<file path="config.mk">
export PLATFORM = sky130hd
export DESIGN_NAME = page_bitmap_allocator_unit_flat
export DESIGN_NICKNAME = d
export VERILOG_FILES = /design/src/rtl/core/pba_pkg.sv /design/src/rtl/core/pba_req_if.sv /design/src/rtl/core/pba_rsp_if.sv /design/src/rtl/core/pba_ram.sv /design/src/rtl/core/pba_ctrl.sv /design/src/rtl/core/pba_dpath.sv /design/src/rtl/core/page_bitmap_allocator_unit.sv /design/src/flat_wrapper.sv
export SDC_FILE = /design/constraint.sdc
export NUM_CORES = 2
export LEC_CHECK = 0
export BUFFER_PORTS_ARGS = -buffer_cell sky130_fd_sc_hd__buf_2
export CAP_MARGIN = 25
export CELL_PAD_IN_SITES_DETAIL_PLACEMENT = 1
export CELL_PAD_IN_SITES_GLOBAL_PLACEMENT = 2
export CORE_MARGIN = 4
export CORE_UTILIZATION = 30
export CTS_BUF_LIST = sky130_fd_sc_hd__clkbuf_2 sky130_fd_sc_hd__clkbuf_4 sky130_fd_sc_hd__clkbuf_8
export DETAILED_ROUTE_END_ITERATION = 8
export GPL_ROUTABILITY_DRIVEN = 1
export GPL_TIMING_DRIVEN = 1
export PLACE_DENSITY_LB_ADDON = 0.1
export SYNTH_ARGS = -nofsm -noshare
export SYNTH_HDL_FRONTEND = slang
export SYNTH_SLANG_ARGS = --single-unit
</file>
<file path="constraint.sdc">
create_clock -name clock -period 13 [get_ports clock]
set_clock_uncertainty 0.05 [all_clocks]
set_input_delay 2.6 -clock clock [delete_from_list [all_inputs] [get_ports clock]]
set_output_delay 2.6 -clock clock [all_outputs]
set_load 0.01 [all_outputs]
</file>
<file path="src/rtl/core/pba_pkg.sv">
`timescale 1ns / 1ps

package pba_pkg;

   // Field widths of the request, response and page count register
   localparam int OP_W     = 3;
   localparam int START_W  = 10;
   localparam int PAGE_W   = 11;
   localparam int STATUS_W = 2;

   // Pages are numbered below this span
   localparam int PAGE_SPAN = 2048;

   localparam logic [PAGE_W-1:0] PAGE_COUNT_RESET = 11'd1024;

   localparam logic [OP_W-1:0] OP_SET   = 3'd0;
   localparam logic [OP_W-1:0] OP_CLEAR = 3'd1;
   localparam logic [OP_W-1:0] OP_TEST  = 3'd2;
   localparam logic [OP_W-1:0] OP_FIND  = 3'd3;
   localparam logic [OP_W-1:0] OP_COUNT = 3'd4;

   localparam logic [STATUS_W-1:0] ST_OK       = 2'd0;
   localparam logic [STATUS_W-1:0] ST_RANGE    = 2'd1;
   localparam logic [STATUS_W-1:0] ST_NOTFOUND = 2'd2;

   typedef struct packed {
      logic load;    // latch request, rewind the walk
      logic issue;   // read the next bitmap word
      logic sweep;   // zero the word at the sweep address
      logic finish;  // load the response register
   } ctl_cmd_type;

   typedef struct packed {
      logic more;        // words remain below the walk limit
      logic found;       // free run located
      logic inflight;    // a word read is being processed
      logic sweep_last;  // sweep is at the last word
   } dp_sts_type;

endpackage

</file>
<file path="src/rtl/core/pba_req_if.sv">
`timescale 1ns / 1ps

interface pba_req_if;
   logic                         valid;
   logic                         ready;
   logic [pba_pkg::OP_W-1:0]     operation;
   logic [pba_pkg::START_W-1:0]  start_page;
   logic [pba_pkg::PAGE_W-1:0]   length;

   modport source (output valid, output operation, output start_page, output length,
                   input ready);
   modport sink   (input valid, input operation, input start_page, input length,
                   output ready);
endinterface

</file>
<file path="src/rtl/core/pba_rsp_if.sv">
`timescale 1ns / 1ps

interface pba_rsp_if;
   logic                          valid;
   logic                          ready;
   logic [pba_pkg::STATUS_W-1:0]  status;
   logic [pba_pkg::START_W-1:0]   page_index;
   logic                          bit_value;
   logic [pba_pkg::PAGE_W-1:0]    used_count;
   logic [pba_pkg::PAGE_W-1:0]    free_count;

   modport source (output valid, output status, output page_index, output bit_value,
                   output used_count, output free_count, input ready);
   modport sink   (input valid, input status, input page_index, input bit_value,
                   input used_count, input free_count, output ready);
endinterface

</file>
<file path="src/rtl/core/pba_ram.sv">
`timescale 1ns / 1ps

module pba_ram #(
   parameter int WIDTH  = 32,
   parameter int DEPTH  = 32,
   parameter int ADDR_W = (DEPTH > 1) ? $clog2(DEPTH) : 1
) (
   input  logic              clock,
   input  logic              wr_en,
   input  logic [ADDR_W-1:0] wr_addr,
   input  logic [WIDTH-1:0]  wr_data,
   input  logic              rd_en,
   input  logic [ADDR_W-1:0] rd_addr,
   output logic [WIDTH-1:0]  rd_data
);

   logic [WIDTH-1:0] mem_ff [DEPTH];

   always_ff @(posedge clock) begin
      if (wr_en) begin
         mem_ff[wr_addr] <= wr_data;
      end
      if (rd_en) begin
         rd_data <= mem_ff[rd_addr];
      end
   end

endmodule

</file>
<file path="src/rtl/core/pba_ctrl.sv">
`timescale 1ns / 1ps

module pba_ctrl (
   input  logic                 clock,
   input  logic                 reset,
   input  logic                 req_valid,
   output logic                 req_ready,
   output logic                 rsp_valid,
   input  logic                 rsp_ready,
   input  pba_pkg::dp_sts_type  sts,
   output pba_pkg::ctl_cmd_type cmd
);

   typedef enum logic [3:0] {
      S_CLEAR = 4'b0001,
      S_IDLE  = 4'b0010,
      S_WALK  = 4'b0100,
      S_DONE  = 4'b1000
   } state_type;

   state_type state_ff, state_in;
   logic      rsp_valid_ff, rsp_valid_in;

   always_comb begin
      cmd          = '0;
      state_in     = state_ff;
      rsp_valid_in = rsp_valid_ff && !rsp_ready;
      case (state_ff)
         S_CLEAR: begin
            cmd.sweep = 1'b1;
            if (sts.sweep_last) begin
               state_in = S_IDLE;
            end
         end
         S_IDLE: begin
            if (req_valid) begin
               cmd.load = 1'b1;
               state_in = S_WALK;
            end
         end
         S_WALK: begin
            if (sts.more && !sts.found) begin
               cmd.issue = 1'b1;
            end else if (!sts.inflight) begin
               state_in = S_DONE;
            end
         end
         S_DONE: begin
            // hold the result until the output slot frees up
            if (!rsp_valid_ff || rsp_ready) begin
               cmd.finish   = 1'b1;
               rsp_valid_in = 1'b1;
               state_in     = S_IDLE;
            end
         end
         default: begin
            state_in = S_CLEAR;
         end
      endcase
   end

   always_ff @(posedge clock) begin
      if (reset) begin
         state_ff     <= S_CLEAR;
         rsp_valid_ff <= 1'b0;
      end else begin
         state_ff     <= state_in;
         rsp_valid_ff <= rsp_valid_in;
      end
   end

   assign req_ready = (state_ff == S_IDLE);
   assign rsp_valid = rsp_valid_ff;

   a_inflight_walk: assert property (@(posedge clock) disable iff (reset)
      sts.inflight |-> (state_ff == S_WALK))
      else $error("word in flight outside the walk");

   a_rsp_from_done: assert property (@(posedge clock) disable iff (reset)
      $rose(rsp_valid_ff) |-> $past(state_ff == S_DONE))
      else $error("response raised without a finished walk");

endmodule

</file>
<file path="src/rtl/core/pba_dpath.sv">
`timescale 1ns / 1ps

module pba_dpath #(
   parameter int MAX_PAGES = 1024,
   parameter int WORD_BITS = 32
) (
   input  logic                           clock,
   input  logic                           reset,
   input  logic                           csr_wr_en,
   input  logic [pba_pkg::PAGE_W-1:0]     csr_wr_data,
   input  logic [pba_pkg::OP_W-1:0]       req_operation,
   input  logic [pba_pkg::START_W-1:0]    req_start_page,
   input  logic [pba_pkg::PAGE_W-1:0]     req_length,
   input  pba_pkg::ctl_cmd_type           cmd,
   output pba_pkg::dp_sts_type            sts,
   output logic [pba_pkg::STATUS_W-1:0]   rsp_status,
   output logic [pba_pkg::START_W-1:0]    rsp_page_index,
   output logic                           rsp_bit_value,
   output logic [pba_pkg::PAGE_W-1:0]     rsp_used_count,
   output logic [pba_pkg::PAGE_W-1:0]     rsp_free_count
);

   localparam int PW        = pba_pkg::PAGE_W;
   localparam int EW        = pba_pkg::PAGE_W + 1;
   localparam int SW        = pba_pkg::START_W;
   localparam int NUM_WORDS = (MAX_PAGES + WORD_BITS - 1) / WORD_BITS;
   localparam int ADDR_W    = (NUM_WORDS > 1) ? $clog2(NUM_WORDS) : 1;
   localparam int BASE_W    = $clog2(pba_pkg::PAGE_SPAN + WORD_BITS);
   localparam int IDX_W     = $clog2(WORD_BITS);
   localparam int POP_W     = $clog2(WORD_BITS + 1);
   localparam int LEVELS    = $clog2(WORD_BITS);

   // configuration and latched request
   logic [PW-1:0]                  page_count_ff, page_count_in;
   logic [PW-1:0]                  pc_eff;
   logic [pba_pkg::OP_W-1:0]       op_ff, op_in;
   logic [PW-1:0]                  start_ff, start_in;
   logic [PW-1:0]                  len_ff, len_in;
   logic [PW-1:0]                  limit_ff, limit_in;
   logic [pba_pkg::STATUS_W-1:0]   pre_status_ff, pre_status_in;

   // walk pointers and the word being processed
   logic [ADDR_W-1:0]  addr_ff, addr_in;
   logic [BASE_W-1:0]  base_ff, base_in;
   logic               proc_vld_ff, proc_vld_in;
   logic [ADDR_W-1:0]  proc_addr_ff, proc_addr_in;
   logic [BASE_W-1:0]  proc_base_ff, proc_base_in;

   // accumulators
   logic [BASE_W-1:0]  carry_ff, carry_in;
   logic [PW-1:0]      used_ff, used_in;
   logic               found_ff, found_in;
   logic [SW-1:0]      hit_ff, hit_in;
   logic               bit_ff, bit_in;

   // response register
   logic [pba_pkg::STATUS_W-1:0] rsp_status_ff, rsp_status_in;
   logic [SW-1:0]                rsp_index_ff, rsp_index_in;
   logic                         rsp_bit_ff, rsp_bit_in;
   logic [PW-1:0]                rsp_used_ff, rsp_used_in;
   logic [PW-1:0]                rsp_free_ff, rsp_free_in;

   // bitmap memory
   logic                  wr_en;
   logic [ADDR_W-1:0]     wr_addr;
   logic [WORD_BITS-1:0]  wr_data;
   logic [WORD_BITS-1:0]  rd_data;

   // per-word logic
   logic [BASE_W-1:0]     page_of [WORD_BITS];
   logic [WORD_BITS-1:0]  in_pc, in_rng, at_start, used_m;
   logic                  has_p [LEVELS+1][WORD_BITS];
   logic [IDX_W-1:0]      pos_p [LEVELS+1][WORD_BITS];
   logic [BASE_W-1:0]     run_len [WORD_BITS];
   logic                  hit_any;
   logic [IDX_W-1:0]      hit_idx;
   logic [BASE_W-1:0]     hit_page;
   logic [POP_W-1:0]      pop;
   logic                  bit_hit;
   logic [WORD_BITS-1:0]  new_word;
   logic [PW-1:0]         req_start_ext;
   logic [EW-1:0]         req_end;

   assign pc_eff = (32'(page_count_ff) < MAX_PAGES) ? page_count_ff : PW'(MAX_PAGES);

   pba_ram #(
      .WIDTH (WORD_BITS),
      .DEPTH (NUM_WORDS)
   ) u_bitmap (
      .clock   (clock),
      .wr_en   (wr_en),
      .wr_addr (wr_addr),
      .wr_data (wr_data),
      .rd_en   (cmd.issue),
      .rd_addr (addr_ff),
      .rd_data (rd_data)
   );

   // page number and per-bit masks for the word in process
   always_comb begin
      for (int i = 0; i < WORD_BITS; i++) begin
         page_of[i]  = proc_base_ff + BASE_W'(i);
         in_pc[i]    = page_of[i] < BASE_W'(pc_eff);
         in_rng[i]   = (page_of[i] >= BASE_W'(start_ff)) && (page_of[i] < BASE_W'(limit_ff));
         at_start[i] = page_of[i] == BASE_W'(start_ff);
         // pages past the count act as used, so no run crosses them
         used_m[i]   = rd_data[i] || !in_pc[i];
      end
   end

   // latest used bit at or below each position, log-depth prefix
   always_comb begin
      for (int i = 0; i < WORD_BITS; i++) begin
         has_p[0][i] = used_m[i];
         pos_p[0][i] = IDX_W'(i);
      end
      for (int lv = 0; lv < LEVELS; lv++) begin
         for (int i = 0; i < WORD_BITS; i++) begin
            has_p[lv+1][i] = has_p[lv][i];
            pos_p[lv+1][i] = pos_p[lv][i];
            if (!has_p[lv][i] && (i >= (1 << lv))) begin
               if (has_p[lv][i - (1 << lv)]) begin
                  has_p[lv+1][i] = 1'b1;
                  pos_p[lv+1][i] = pos_p[lv][i - (1 << lv)];
               end
            end
         end
      end
   end

   // free run ending at each bit, lowest bit that completes the run
   always_comb begin
      hit_any = 1'b0;
      hit_idx = '0;
      for (int i = 0; i < WORD_BITS; i++) begin
         if (has_p[LEVELS][i]) begin
            run_len[i] = BASE_W'(i) - BASE_W'(pos_p[LEVELS][i]);
         end else begin
            run_len[i] = BASE_W'(i + 1) + carry_ff;
         end
      end
      for (int i = WORD_BITS - 1; i >= 0; i--) begin
         if (run_len[i] >= BASE_W'(len_ff)) begin
            hit_any = 1'b1;
            hit_idx = IDX_W'(i);
         end
      end
      hit_page = proc_base_ff + BASE_W'(hit_idx) + BASE_W'(1) - BASE_W'(len_ff);
   end

   always_comb begin
      pop = '0;
      for (int i = 0; i < WORD_BITS; i++) begin
         pop = pop + POP_W'(rd_data[i] && in_pc[i]);
      end
      bit_hit  = |(rd_data & at_start);
      new_word = (op_ff == pba_pkg::OP_SET) ? (rd_data | in_rng) : (rd_data & ~in_rng);
   end

   // write port: clearing sweep or read-modify-write of a range
   always_comb begin
      wr_en   = cmd.sweep ||
                (proc_vld_ff && ((op_ff == pba_pkg::OP_SET) || (op_ff == pba_pkg::OP_CLEAR)));
      wr_addr = cmd.sweep ? addr_ff : proc_addr_ff;
      wr_data = cmd.sweep ? '0 : new_word;
   end

   assign req_start_ext = PW'(req_start_page);
   // one bit wider, so start_page + length never wraps
   assign req_end       = EW'(req_start_page) + EW'(req_length);

   always_comb begin
      page_count_in = csr_wr_en ? csr_wr_data : page_count_ff;
      op_in         = op_ff;
      start_in      = start_ff;
      len_in        = len_ff;
      limit_in      = limit_ff;
      pre_status_in = pre_status_ff;
      addr_in       = addr_ff;
      base_in       = base_ff;
      proc_vld_in   = cmd.issue;
      proc_addr_in  = addr_ff;
      proc_base_in  = base_ff;
      carry_in      = carry_ff;
      used_in       = used_ff;
      found_in      = found_ff;
      hit_in        = hit_ff;
      bit_in        = bit_ff;

      if (cmd.load) begin
         op_in         = req_operation;
         start_in      = req_start_ext;
         len_in        = req_length;
         addr_in       = '0;
         base_in       = '0;
         carry_in      = '0;
         used_in       = '0;
         found_in      = 1'b0;
         hit_in        = '0;
         bit_in        = 1'b0;
         pre_status_in = pba_pkg::ST_OK;
         limit_in      = '0;
         // a rejected request walks no words
         case (req_operation)
            pba_pkg::OP_SET, pba_pkg::OP_CLEAR: begin
               if (req_end > EW'(pc_eff)) begin
                  pre_status_in = pba_pkg::ST_RANGE;
               end else begin
                  limit_in = req_end[PW-1:0];
               end
            end
            pba_pkg::OP_TEST: begin
               if (req_start_ext >= pc_eff) begin
                  pre_status_in = pba_pkg::ST_RANGE;
               end else begin
                  limit_in = req_start_ext + PW'(1);
               end
            end
            pba_pkg::OP_FIND: begin
               if ((req_length == '0) || (req_length > pc_eff)) begin
                  pre_status_in = pba_pkg::ST_NOTFOUND;
               end else begin
                  limit_in = pc_eff;
               end
            end
            pba_pkg::OP_COUNT: begin
               limit_in = pc_eff;
            end
            default: begin
               pre_status_in = pba_pkg::ST_RANGE;
            end
         endcase
      end

      if (cmd.issue) begin
         addr_in = addr_ff + ADDR_W'(1);
         base_in = base_ff + BASE_W'(WORD_BITS);
      end
      if (cmd.sweep) begin
         addr_in = addr_ff + ADDR_W'(1);
      end

      // drop words read after the run was found
      if (proc_vld_ff && !found_ff) begin
         case (op_ff)
            pba_pkg::OP_FIND: begin
               carry_in = run_len[WORD_BITS-1];
               if (hit_any) begin
                  found_in = 1'b1;
                  hit_in   = hit_page[SW-1:0];
               end
            end
            pba_pkg::OP_COUNT: begin
               used_in = used_ff + PW'(pop);
            end
            pba_pkg::OP_TEST: begin
               bit_in = bit_ff || bit_hit;
            end
            default: begin
            end
         endcase
      end
   end

   always_comb begin
      rsp_status_in = rsp_status_ff;
      rsp_index_in  = rsp_index_ff;
      rsp_bit_in    = rsp_bit_ff;
      rsp_used_in   = rsp_used_ff;
      rsp_free_in   = rsp_free_ff;
      if (cmd.finish) begin
         if (op_ff == pba_pkg::OP_FIND) begin
            rsp_status_in = found_ff ? pba_pkg::ST_OK : pba_pkg::ST_NOTFOUND;
         end else begin
            rsp_status_in = pre_status_ff;
         end
         rsp_index_in = found_ff ? hit_ff : '0;
         rsp_bit_in   = bit_ff;
         rsp_used_in  = (op_ff == pba_pkg::OP_COUNT) ? used_ff : '0;
         rsp_free_in  = (op_ff == pba_pkg::OP_COUNT) ? (pc_eff - used_ff) : '0;
      end
   end

   always_ff @(posedge clock) begin
      if (reset) begin
         page_count_ff <= pba_pkg::PAGE_COUNT_RESET;
         addr_ff       <= '0;
         proc_vld_ff   <= 1'b0;
         found_ff      <= 1'b0;
         limit_ff      <= '0;
         base_ff       <= '0;
      end else begin
         page_count_ff <= page_count_in;
         addr_ff       <= addr_in;
         proc_vld_ff   <= proc_vld_in;
         found_ff      <= found_in;
         limit_ff      <= limit_in;
         base_ff       <= base_in;
      end
   end

   always_ff @(posedge clock) begin
      op_ff         <= op_in;
      start_ff      <= start_in;
      len_ff        <= len_in;
      pre_status_ff <= pre_status_in;
      proc_addr_ff  <= proc_addr_in;
      proc_base_ff  <= proc_base_in;
      carry_ff      <= carry_in;
      used_ff       <= used_in;
      hit_ff        <= hit_in;
      bit_ff        <= bit_in;
      rsp_status_ff <= rsp_status_in;
      rsp_index_ff  <= rsp_index_in;
      rsp_bit_ff    <= rsp_bit_in;
      rsp_used_ff   <= rsp_used_in;
      rsp_free_ff   <= rsp_free_in;
   end

   assign sts.more       = base_ff < BASE_W'(limit_ff);
   assign sts.found      = found_ff;
   assign sts.inflight   = proc_vld_ff;
   assign sts.sweep_last = (addr_ff == ADDR_W'(NUM_WORDS - 1));

   assign rsp_status     = rsp_status_ff;
   assign rsp_page_index = rsp_index_ff;
   assign rsp_bit_value  = rsp_bit_ff;
   assign rsp_used_count = rsp_used_ff;
   assign rsp_free_count = rsp_free_ff;

   a_word_below_limit: assert property (@(posedge clock) disable iff (reset)
      proc_vld_ff |-> (proc_base_ff < BASE_W'(limit_ff)))
      else $error("processed word lies past the walk limit");

   a_found_only_search: assert property (@(posedge clock) disable iff (reset)
      found_ff |-> (op_ff == pba_pkg::OP_FIND))
      else $error("run found flag set outside a search");

endmodule

</file>
<file path="src/rtl/core/page_bitmap_allocator_unit.sv">
`timescale 1ns / 1ps

// Channel   Direction  Handshake        Payload
// req_bus   in         valid/ready      operation, start_page, length
// rsp_bus   out        valid/ready      status, page_index, bit_value, used_count, free_count
// csr       in         csr_wr_en        csr_wr_data (page_count)
//
// A request reads ceil(limit / WORD_BITS) bitmap words from word 0, one per cycle;
// limit is start_page + length (set, clear), start_page + 1 (test), page count (search, count).
// A search stops one word after the word that completes the run; a rejected request reads none.
// The response is loaded in S_DONE once the output slot is free, then S_IDLE takes the next
// request. After reset a sweep zeroes every bitmap word with ready low; a waiting response
// stalls the next one.

module page_bitmap_allocator_unit #(
   parameter int MAX_PAGES = 1024,
   parameter int WORD_BITS = 32
) (
   input  logic                       clock,
   input  logic                       reset,
   pba_req_if.sink                    req_bus,
   pba_rsp_if.source                  rsp_bus,
   input  logic                       csr_wr_en,
   input  logic [pba_pkg::PAGE_W-1:0] csr_wr_data
);

   pba_pkg::ctl_cmd_type cmd;
   pba_pkg::dp_sts_type  sts;

   pba_ctrl u_ctrl (
      .clock     (clock),
      .reset     (reset),
      .req_valid (req_bus.valid),
      .req_ready (req_bus.ready),
      .rsp_valid (rsp_bus.valid),
      .rsp_ready (rsp_bus.ready),
      .sts       (sts),
      .cmd       (cmd)
   );

   pba_dpath #(
      .MAX_PAGES (MAX_PAGES),
      .WORD_BITS (WORD_BITS)
   ) u_dpath (
      .clock          (clock),
      .reset          (reset),
      .csr_wr_en      (csr_wr_en),
      .csr_wr_data    (csr_wr_data),
      .req_operation  (req_bus.operation),
      .req_start_page (req_bus.start_page),
      .req_length     (req_bus.length),
      .cmd            (cmd),
      .sts            (sts),
      .rsp_status     (rsp_bus.status),
      .rsp_page_index (rsp_bus.page_index),
      .rsp_bit_value  (rsp_bus.bit_value),
      .rsp_used_count (rsp_bus.used_count),
      .rsp_free_count (rsp_bus.free_count)
   );

endmodule

</file>
<file path="src/flat_wrapper.sv">
// flat-port wrapper written by rule: the top's interface ports become plain ports
module page_bitmap_allocator_unit_flat 
#(
   parameter int MAX_PAGES = 1024,
   parameter int WORD_BITS = 32
)
  (clock, reset, csr_wr_en, csr_wr_data, req_bus_valid, req_bus_operation, req_bus_start_page, req_bus_length, req_bus_ready, rsp_bus_valid, rsp_bus_status, rsp_bus_page_index, rsp_bus_bit_value, rsp_bus_used_count, rsp_bus_free_count, rsp_bus_ready);
  pba_req_if req_bus_i ();
  pba_rsp_if rsp_bus_i ();
  input  logic clock;
  input  logic reset;
  input  logic csr_wr_en;
  input  logic [pba_pkg::PAGE_W-1:0] csr_wr_data;
  input wire logic [$bits(req_bus_i.valid)-1:0] req_bus_valid;
  input wire logic [$bits(req_bus_i.operation)-1:0] req_bus_operation;
  input wire logic [$bits(req_bus_i.start_page)-1:0] req_bus_start_page;
  input wire logic [$bits(req_bus_i.length)-1:0] req_bus_length;
  output wire logic [$bits(req_bus_i.ready)-1:0] req_bus_ready;
  output wire logic [$bits(rsp_bus_i.valid)-1:0] rsp_bus_valid;
  output wire logic [$bits(rsp_bus_i.status)-1:0] rsp_bus_status;
  output wire logic [$bits(rsp_bus_i.page_index)-1:0] rsp_bus_page_index;
  output wire logic [$bits(rsp_bus_i.bit_value)-1:0] rsp_bus_bit_value;
  output wire logic [$bits(rsp_bus_i.used_count)-1:0] rsp_bus_used_count;
  output wire logic [$bits(rsp_bus_i.free_count)-1:0] rsp_bus_free_count;
  input wire logic [$bits(rsp_bus_i.ready)-1:0] rsp_bus_ready;
  assign req_bus_i.valid = req_bus_valid;
  assign req_bus_i.operation = req_bus_operation;
  assign req_bus_i.start_page = req_bus_start_page;
  assign req_bus_i.length = req_bus_length;
  assign req_bus_ready = req_bus_i.ready;
  assign rsp_bus_valid = rsp_bus_i.valid;
  assign rsp_bus_status = rsp_bus_i.status;
  assign rsp_bus_page_index = rsp_bus_i.page_index;
  assign rsp_bus_bit_value = rsp_bus_i.bit_value;
  assign rsp_bus_used_count = rsp_bus_i.used_count;
  assign rsp_bus_free_count = rsp_bus_i.free_count;
  assign rsp_bus_i.ready = rsp_bus_ready;
  page_bitmap_allocator_unit #(.MAX_PAGES(MAX_PAGES), .WORD_BITS(WORD_BITS)) u_core (.clock(clock), .reset(reset), .req_bus(req_bus_i), .rsp_bus(rsp_bus_i), .csr_wr_en(csr_wr_en), .csr_wr_data(csr_wr_data));
endmodule
</file>
==> qor.log <==
INFO  worst_hold_path timing.hold.worst.start=u_core.u_dpath.base_ff[11]$_SDFFE_PP0P_
INFO  power          power_frac_comb=17.5%
INFO  job            max_cap_violations=0
INFO  clocking       clk_latency=940ps
INFO  sta            worst_pin_slew=1200ps
INFO  power          power.leakage=0.0279uW
INFO  layout         synthToLayoutAreaGrowth=13.8%
INFO  sta            max_freq=0.0877GHz
INFO  power          power.share.switching=27.7%
INFO  drt            detailedRoute.firstIterationViolations=3646
INFO  worst_setup_path regToRegSetupSlack=1600ps
INFO  synthesis      post_synthesis_register_bit_count=1204
INFO  synthesis      syn-instance-count=5530
INFO  worst_setup_path critical_path_rt=13790ps
INFO  worst_setup_path critical_path.n_buffers_inverters=4
INFO  worst_setup_path peak_per_stage_delay_on_the_critical_path=1020ps
INFO  sta            timing.final.max_slew_violations=0
INFO  worst_setup_path critical_path.reg2reg.startpoint=u_core.u_dpath.page_count_ff[10]$_SDFFE_PP1P_
INFO  synthesis      syn-num-nets=6147
INFO  worst_hold_path hold_class=register to register
INFO  layout         leading_cell_type_in_the_layout_fill_and_taps_excluded=sky130_fd_sc_hd__edfxtp_1
INFO  layout         design.final.nets=6385
INFO  drt            drt-total-wl=290000um
INFO  layout         num-fill-cells=24600
INFO  clocking       cts_tree=done
INFO  worst_setup_path worst_setup_path_start_kind=register
INFO  clocking       cts_buffer_depth=3
INFO  die            floorplan.die.width=489um
INFO  clocking       max_h_tree_level=4
INFO  sta            rsz_0062_raised_after_global_routing=no
INFO  die            core-area=0.230mm2
INFO  die            initial_utilization=30.2%
INFO  synthesis      postSynth.asyncResetShare=0%
INFO  clocking       cts_hold_fix_bufs=0
INFO  worst_setup_path path_class=register to register
INFO  status         result_of_the_run=completed
INFO  die            die_area=0.239mm2
INFO  placed_design  portBuffers=76
INFO  clocking       post_cts_resize_count=0
INFO  power          seq_power_share=46.8%
INFO  synthesis      synth_flop_cell=sky130_fd_sc_hd__edfxtp_1
INFO  clocking       post_cts.repair.setup_buffers=0
INFO  synthesis      yosys_warnings=0
INFO  layout         leading_cell_types_in_the_layout_fill_and_taps_excluded=sky130_fd_sc_hd__edfxtp_1 (1117), sky130_fd_sc_hd__ha_1 (548), sky130_fd_sc_hd__nor2_1 (486)
INFO  power          clkPwrFrac=35.8%
INFO  layout         post_layout_nonfiller_instances=8971
INFO  layout         multiInputGateArea=0.0329mm2
INFO  drt            ant_nets=0
INFO  drt            via_count=49700
INFO  synthesis      synth.lib_cells_used.distinct=88
INFO  synthesis      mappedNetlistArea=0.0693mm2
INFO  die            std_cell_rows=176
INFO  placed_design  gpl.final_weighted_congestion=0.906
INFO  sta            share_of_the_clock_period_used_by_the_worst_path=87.7%
INFO  power          ir_worst_vdd=0.0959mV
INFO  sta            post-route-min-period=11400ps
INFO  worst_setup_path slowest_stage=sky130_fd_sc_hd__or4_1
INFO  sta            totalNegativeSetupSlack=0ps
INFO  clocking       clock_sinks=1204
INFO  global_routing largest_net_degree_at_the_start_of_global_routing=131
INFO  worst_setup_path setup.worst_path.end_class=register
INFO  global_routing grt_pass1_vias=52000
INFO  global_routing overall_global_routing_resource_usage=24.1%
INFO  clocking       clk_pin_slew_worst_paths=60ps
INFO  layout         area.sequential=0.0353mm2
INFO  worst_setup_path worst_path_most_repeated_cell=sky130_fd_sc_hd__a21o_1
INFO  synthesis      synth-edff-count=1117
INFO  worst_setup_path critical_path_arrival=12200ps
INFO  drt            drc=0
INFO  global_routing grt_first_pass_wirelength=409000um
INFO  sta            max-slew-margin-rel=20.0%
INFO  worst_setup_path worst_r2r_endpoint=u_core.u_dpath.hit_ff[8]$_DFF_P_
INFO  clocking       cts-root-buf=sky130_fd_sc_hd__clkbuf_8
INFO  synthesis      synth_area_per_cell=12.5um2
INFO  placed_design  place.detailed.instances=8566
INFO  worst_setup_path critPathTopFamily=compound AO/OA/AOI/OAI gates
INFO  sta            final-hold-violation-count=0
INFO  sta            setup_violations=0
INFO  power          p_switching=2640uW
INFO  placed_design  detailed_place_hpwl=195000um
INFO  clocking       cts-buffers-inserted=204
INFO  die            io_pins=77
INFO  drt            post_drt_via_cell_ratio=5.54
INFO  worst_hold_path timing.hold.worst_path_depth=0
INFO  global_routing grt_antenna_before_repair=7
INFO  die            die_height=489um
INFO  worst_hold_path worst_hold_path.endpoint=u_core.u_dpath.proc_base_ff[11]$_DFF_P_
INFO  global_routing overflow=0
INFO  power          p_int=6900uW
INFO  layout         drive_gt1_share=18.9%
INFO  synthesis      synth.yosys.seq_area_share=50.9%
INFO  drt            router_iterations_before_antenna_repair=5
INFO  worst_setup_path r2r_cells=38
INFO  worst_setup_path path_max_fanout=21
INFO  power          power.density_cell_area=121mW/mm2
INFO  sta            hold_slack=342ps
INFO  drt            mean_routed_wirelength_per_cell=32.3um
-- synth_stat cells, types with 114 or more instances --
| cell | count | share of area, % |
|---|---|---|
| sky130_fd_sc_hd__nand3_1 | 128 | 0.92 |
| sky130_fd_sc_hd__ha_1 | 548 | 9.9 |
| sky130_fd_sc_hd__mux4_2 | 320 | 10 |
| sky130_fd_sc_hd__nor2_1 | 541 | 2.9 |
| sky130_fd_sc_hd__inv_1 | 141 | 0.76 |
| sky130_fd_sc_hd__a21o_1 | 114 | 1.2 |
| sky130_fd_sc_hd__edfxtp_1 | 1117 | 48 |
| sky130_fd_sc_hd__nand2_1 | 362 | 2.0 |
| sky130_fd_sc_hd__xor2_1 | 121 | 1.5 |
| sky130_fd_sc_hd__xnor2_1 | 173 | 2.2 |
| sky130_fd_sc_hd__a21oi_1 | 334 | 2.4 |
| sky130_fd_sc_hd__clkbuf_1 | 231 | 1.3 |
| sky130_fd_sc_hd__o21ai_0 | 267 | 1.9 |
-- routing by layer --
metal	part of all wire [%]	GRT usage (%)	vias to the layer above
met5	0	0	-
li1	-	-	21900
met2	49	41.1	1145
met1	44	32.1	26400
met3	3.4	2.45	313
met4	3.2	7.54	0
-- worst max path at each step --
stage,startpoint,endpoint,slack (ps),cells past startpoint
6_report,u_core.u_dpath.page_count_ff[10]$_SDFFE_PP1P_,u_core.u_dpath.hit_ff[8]$_DFF_P_,1600,38
5_1_grt,u_core.u_dpath.page_count_ff[10]$_SDFFE_PP1P_,u_core.u_dpath.hit_ff[8]$_DFF_P_,930,38
4_1_cts,u_core.u_dpath.page_count_ff[10]$_SDFFE_PP1P_,u_core.u_dpath.hit_ff[8]$_DFF_P_,1600,37
3_5_place_dp,u_core.u_dpath.page_count_ff[10]$_SDFFE_PP1P_,u_core.u_dpath.hit_ff[8]$_DFF_P_,1660,37
3_3_place_gp,u_core.u_dpath.page_count_ff[10]$_SDFFE_PP1P_,u_core.u_dpath.hit_ff[8]$_DFF_P_,1630,40
2_1_floorplan,u_core.u_dpath.page_count_ff[10]$_SDFFE_PP1P_,u_core.u_dpath.hit_ff[9]$_DFF_P_,3720,40
-- registers in the layout, indices dropped and copies added, names as in the netlist, 2 cells and up --
name and flops:
u_core.u_dpath.u_bitmap.mem_ff 1024, u_core.u_dpath.u_bitmap.rd_data 32, u_core.u_dpath.carry_ff 12, u_core.u_dpath.len_ff 11, u_core.u_dpath.limit_ff 11, u_core.u_dpath.page_count_ff 11
u_core.u_dpath.rsp_free_count 11, u_core.u_dpath.rsp_used_count 11, u_core.u_dpath.used_ff 11, u_core.u_dpath.hit_ff 10, u_core.u_dpath.rsp_page_index 10, u_core.u_dpath.start_ff 10
u_core.u_dpath.base_ff 7, u_core.u_dpath.proc_base_ff 7, u_core.u_dpath.addr_ff 5, u_core.u_dpath.proc_addr_ff 5, u_core.u_ctrl.state_ff 4, u_core.u_dpath.op_ff 3
u_core.u_dpath.pre_status_ff 2, u_core.u_dpath.rsp_status 2
-- cell families (layout without fill, tap and decap cells) --
kind of cell,Yosys count,after routing,share of synthesized area (%)
other cells,0,3,0
xor+xnor,294,294,3.71
fa+ha+maj,577,577,10.7
simple gates,1463,1463,9.84
buf+inv,415,827,2.27
mux,408,408,11.7
compound gates,1169,1169,10.8
flops,1204,1204,50.9
-- area by class of cell --
class / instances / share of cell area (%)
sequential: 1204 / 44.7
multi-input combinational: 3911 / 41.6
tap: 3026 / 4.80
clock buffer: 285 / 4.34
timing repair buffer: 304 / 2.96
clock inverter: 95 / 0.840
inverter: 143 / 0.680
antenna: 3 / 0.00951
-- worst register-to-register path: cells and delay by family (launching register included) --
family / cells / cell delay [ps]
AND/OR/NAND/NOR: 11 / 4010
buffers and inverters: 4 / 850
flip-flops: 1 / 310
AO/OA/AOI/OAI: 18 / 4570
XOR/XNOR: 1 / 140
adder cells (fa/ha/maj): 4 / 1370
-- metrics by stage --
stage          power, uW  worst slack [ps]  instance area (um2)  util (%)
3_3_place_gp        6220              1630                74300      32.3
4_1_cts             9690              1600                78600      34.2
5_1_grt            10000               927                78900      34.3
3_5_place_dp        6230              1660                74500      32.4
2_1_floorplan       5620              3720                69300         -
6_report            9540              1600                78900      34.3
-- power groups by stage --
stage | Clock, uW | Sequential [uW] | Combinational [uW]
6_report | 3410 | 4460 | 1670
5_1_grt | 3730 | 4470 | 1810
4_1_cts | 3540 | 4470 | 1690
3_5_place_dp | 0 | 4550 | 1680
3_3_place_gp | 0 | 4540 | 1680
2_1_floorplan | 0 | 4490 | 1130
No activity file was read; power rests on OpenSTA's default activity.
